===== src/design/prl_pkg.sv =====
// Shared types and codes for the positional record list.
package prl_pkg;

    // Control words carry counts up to the largest supported capacity (256)
    localparam int CTL_W = 9;

    // Cap on search hits reported per search command
    localparam int MAX_RESULTS = 16;
    localparam int N_W         = $clog2(MAX_RESULTS + 1);

    localparam logic [9:0] RATING_MAX = 10'd1000;

    typedef enum logic [1:0] {
        CMD_INSERT = 2'd0,
        CMD_DELETE = 2'd1,
        CMD_READ   = 2'd2,
        CMD_SEARCH = 2'd3
    } cmd_t;

    typedef enum logic [1:0] {
        ST_OK      = 2'd0,
        ST_FULL    = 2'd1,
        ST_BADPOS  = 2'd2,
        ST_NOMATCH = 2'd3
    } status_t;

    typedef enum logic [1:0] {
        FSM_IDLE,
        FSM_SCAN,
        FSM_FINISH
    } fsm_t;

    typedef enum logic [1:0] {
        CELL_HOLD,
        CELL_INSERT,
        CELL_DELETE,
        CELL_ROTATE
    } cell_op_t;

    typedef struct packed {
        logic [63:0] title;
        logic [63:0] genre;
        logic [15:0] year;
        logic [9:0]  rating;
    } rec_t;

    // Broadcast from the controller to every cell
    typedef struct packed {
        cell_op_t         op;
        logic [CTL_W-1:0] pos;
        logic [CTL_W-1:0] count;
    } cell_ctl_t;

endpackage


===== src/design/prl_cell.sv =====
// One slot of the record chain: holds a record and trades it with its neighbors.
module prl_cell #(
    parameter int CELL_INDEX = 0
) (
    input  logic                clk,
    input  prl_pkg::rec_t       left_rec,
    input  prl_pkg::rec_t       right_rec,
    input  prl_pkg::rec_t       head_rec,
    input  prl_pkg::rec_t       new_rec,
    input  prl_pkg::cell_ctl_t  ctl,
    output prl_pkg::rec_t       rec
);

    localparam logic [prl_pkg::CTL_W-1:0] IDX    = prl_pkg::CTL_W'(CELL_INDEX);
    localparam logic [prl_pkg::CTL_W-1:0] IDX_P1 = prl_pkg::CTL_W'(CELL_INDEX + 1);

    prl_pkg::rec_t data_reg;
    prl_pkg::rec_t data_next;

    // Pick the source for this slot
    always_comb
    begin
        data_next = data_reg;
        case (ctl.op)
            prl_pkg::CELL_INSERT:
            begin
                if (IDX == ctl.pos)
                    data_next = new_rec;
                else if (IDX > ctl.pos && IDX <= ctl.count)
                    data_next = left_rec;
            end
            prl_pkg::CELL_DELETE:
            begin
                if (IDX >= ctl.pos && IDX_P1 < ctl.count)
                    data_next = right_rec;
            end
            prl_pkg::CELL_ROTATE:
            begin
                if (IDX_P1 < ctl.count)
                    data_next = right_rec;
                else if (IDX_P1 == ctl.count)
                    data_next = head_rec;
            end
            default:
            begin
                data_next = data_reg;
            end
        endcase
    end

    // Hold the record
    always_ff @(posedge clk)
    begin
        data_reg <= data_next;
    end

    assign rec = data_reg;

endmodule


===== config.mk =====
export PLATFORM = sky130hd
export DESIGN_NAME = prl_cell
export DESIGN_NICKNAME = d
export VERILOG_FILES = /design/src/design/prl_pkg.sv /design/src/design/prl_cell.sv
export SDC_FILE = /design/constraint.sdc
export NUM_CORES = 1
export LEC_CHECK = 0
export BUFFER_PORTS_ARGS = -buffer_cell sky130_fd_sc_hd__buf_2
export CAP_MARGIN = 20
export CELL_PAD_IN_SITES_DETAIL_PLACEMENT = 2
export CELL_PAD_IN_SITES_GLOBAL_PLACEMENT = 2
export CORE_AREA = 4 4 309 311
export CTS_CLUSTER_DIAMETER = 80
export DETAILED_ROUTE_END_ITERATION = 10
export DIE_AREA = 0 0 313 315
export GPL_ROUTABILITY_DRIVEN = 0
export PLACE_DENSITY_LB_ADDON = 0.1
export SYNTH_ARGS = -nofsm -noshare
export SYNTH_HDL_FRONTEND = slang
export SYNTH_SLANG_ARGS = --single-unit

===== constraint.sdc =====
create_clock -name clk -period 10.25 [get_ports clk]
set_input_delay 1.025 -clock clk [delete_from_list [all_inputs] [get_ports clk]]
set_output_delay 1.025 -clock clk [all_outputs]
set_load 0.05 [all_outputs]

==> impl_results.md <==
* Hold Crit Depth at 3
* CP startpoint kind: primary input
* Final period util at 0.379
* Wire length per cell at 29.4 um
* Worst vdd ir at 0.0000855 V
* Yosys reg bits at between 150 and 200
* Total track usage at 0.202
* Die Ht at 315 um
* Pre-Repair DR Iteration Count at 4
* Gate Count Post-Synth at around 1700
* H-Tree Depth at 4
* Synth top area share at 0.328
* Synth Area per Inst at 8.45 um2
* Synth Area in Compound Gates at 0.166
* Combinational family with the most area after synthesis: simple AND/OR/NAND/NOR gates
* Synth cell types at 22
* Finished Cell Area at 19400 um2
* P per Cell Area at 111 nW/um2
* Setup ws final at 6.37 ns
* Max reg flops at 154
* Final setup violation count at 0
* Leak at 7.31 nW
* Number of setup buffers added after CTS at 0
* Routed vias at 17600
* Core footprint at between 90000 and 100000 um2
* Top post-synthesis cells by area: edfxtp_1, nor4_1, a311oi_1, and4_1, a31oi_1
* Largest net degree at the start of global routing at 163
* Grt total ovfl at 0
* Io pins at approximately 790
* Vias/cell at 4.97
* CP Class: in2reg
* CTS Sinks at 154
* Post-layout min period at 3.88 ns
* Clk slew on worst S/H paths at 0.07 ns
* Initial antenna violation count at 80
* Final Max Tran Viols at 0
* Vias in the first global route at 19200
* HP Class: in2reg
* CTS tree: built
* Setup TNS at 0 ns
* Post-CTS sizing at 0
* Maximum clock path buffer count at 2
* Final hold violations at 0
* CTS Hold Bufs at 0
* Slew Limit Headroom at 0.250
* Ys Warns at 0
* Initial Util at 0.152
* Layout cell share with drive strength beyond 1 at 0.449
* Simple-Gate Fraction of Synth Area at 0.416
* Global-route wire length before repair at 146000 um
* Post-DP HPWL at 72200 um
* Post-Synth Adder-Cell Area at 0
* Synth Cell Area at 14100 um2
* Mux cell area share after synthesis at 0
* Most common cell after layout, fill and taps aside: buf_2
* CP endpoint kind: flip-flop
* RSZ-0062 raised after global routing: no
* Clk root buf: clkbuf_16
* Post-Synth XOR/XNOR Area at 0
* Net Count, Synth at between 2000 and 2500
* Commonest non-fill, non-tap cells in the layout: buf_2, nor4_1, nor2_1, a31oi_1
* Max Fclk at 258 MHz
* Die Wd at 313 um
* Worst Path Required at 10.36 ns
* Status: finished, final reports clean
* Pre-CTS setup slack at 5.80 ns
* Clock buffer count from CTS at 17
* Core Util, Final at 0.209
* CP Max Fanout at 156
* DRC viols at 0
* Max cap viols at 0
* Data arrival time of the critical path at 3.99 ns
* Area after DPL at 18700 um2
* Final ANT Viol Nets at 0
* Sequential share of the synthesized area at 0.328
* Nets at 2881
* Port Buffers at around 800
* Tightest Pin Transition at between 1 and 1.5 ns
* Row count at 112
* WL final at 104000 um
* Cell taking the most area after synthesis: edfxtp_1
* Die Area at roughly 99000 um2
* DR iter-0 viols at 995
* Synth-to-layout area growth at 37.3%
## worst paths after layout
kind	from	endpoint
worst max-delay path	ctl[16]	rec[59]
worst min-delay path	right_rec[114]	rec[114]
## logic make-up after synthesis
group,count (synthesis)
AO/OA/AOI/OAI,311
AND/OR/NAND/NOR,932
flip-flops,154
buffers and inverters,273
## layout make-up
| cell class | instances | area (um2) |
|---|---|---|
| diodes | 29 | 72.6 |
| clock inverters | 11 | 129 |
| clock buffers | 20 | 437 |
| inverters | 2 | 17.5 |
| multi-input cells | 1243 | 8250 |
| fillers | 10900 | 73400 |
| flip-flops and latches | 154 | 4620 |
| repair buffers | 826 | 4280 |
| well taps | 1254 | 1570 |
## metal layers
layer / vias to the layer above / GRT usage / routed length [um]
li1: 7865 / - / -
met1: 8879 / 0.241 / 42400
met2: 616 / 0.351 / 51300
met3: 147 / 0.0662 / 7730
met4: 66 / 0.0503 / 2020
met5: - / 0 / 444
## stage by stage
step | power (mW) | std cells | hold WS (ns)
6_report | 2.15 | 3539 | 0.991
5_1_grt | 2.25 | 3521 | 0.961
2_1_floorplan | 1.18 | 1670 | 1.38
3_3_place_gp | 1.47 | 3479 | 1.48
3_5_place_dp | 1.47 | 3479 | 1.49
4_1_cts | 2.20 | 3510 | 0.931
## worst max-delay path, stage by stage
cell and delay (ns):
buf_2 0.11, nor2_4 0.12, buf_12 0.40, a41o_4 0.95, buf_4 0.84
## synth_stat cells (all sizes together)
library cell,number
nor4,311
nor2,156
a31oi,155
a311oi,154
and4,154
edfxtp,154
nand2b,154
or2,154
clkbuf,151
buf,120
inv,2
or4,2
a41o,1
nor3,1
o311a,1
## power breakdown
| part | switching (mW) | internal (mW) | total, mW |
|---|---|---|---|
| clock | 0.324 | 0.377 | 0.701 |
| combinational | 0.467 | 0.212 | 0.680 |
| sequential | 0.0159 | 0.751 | 0.767 |
(Power assumes the default switching activity.)
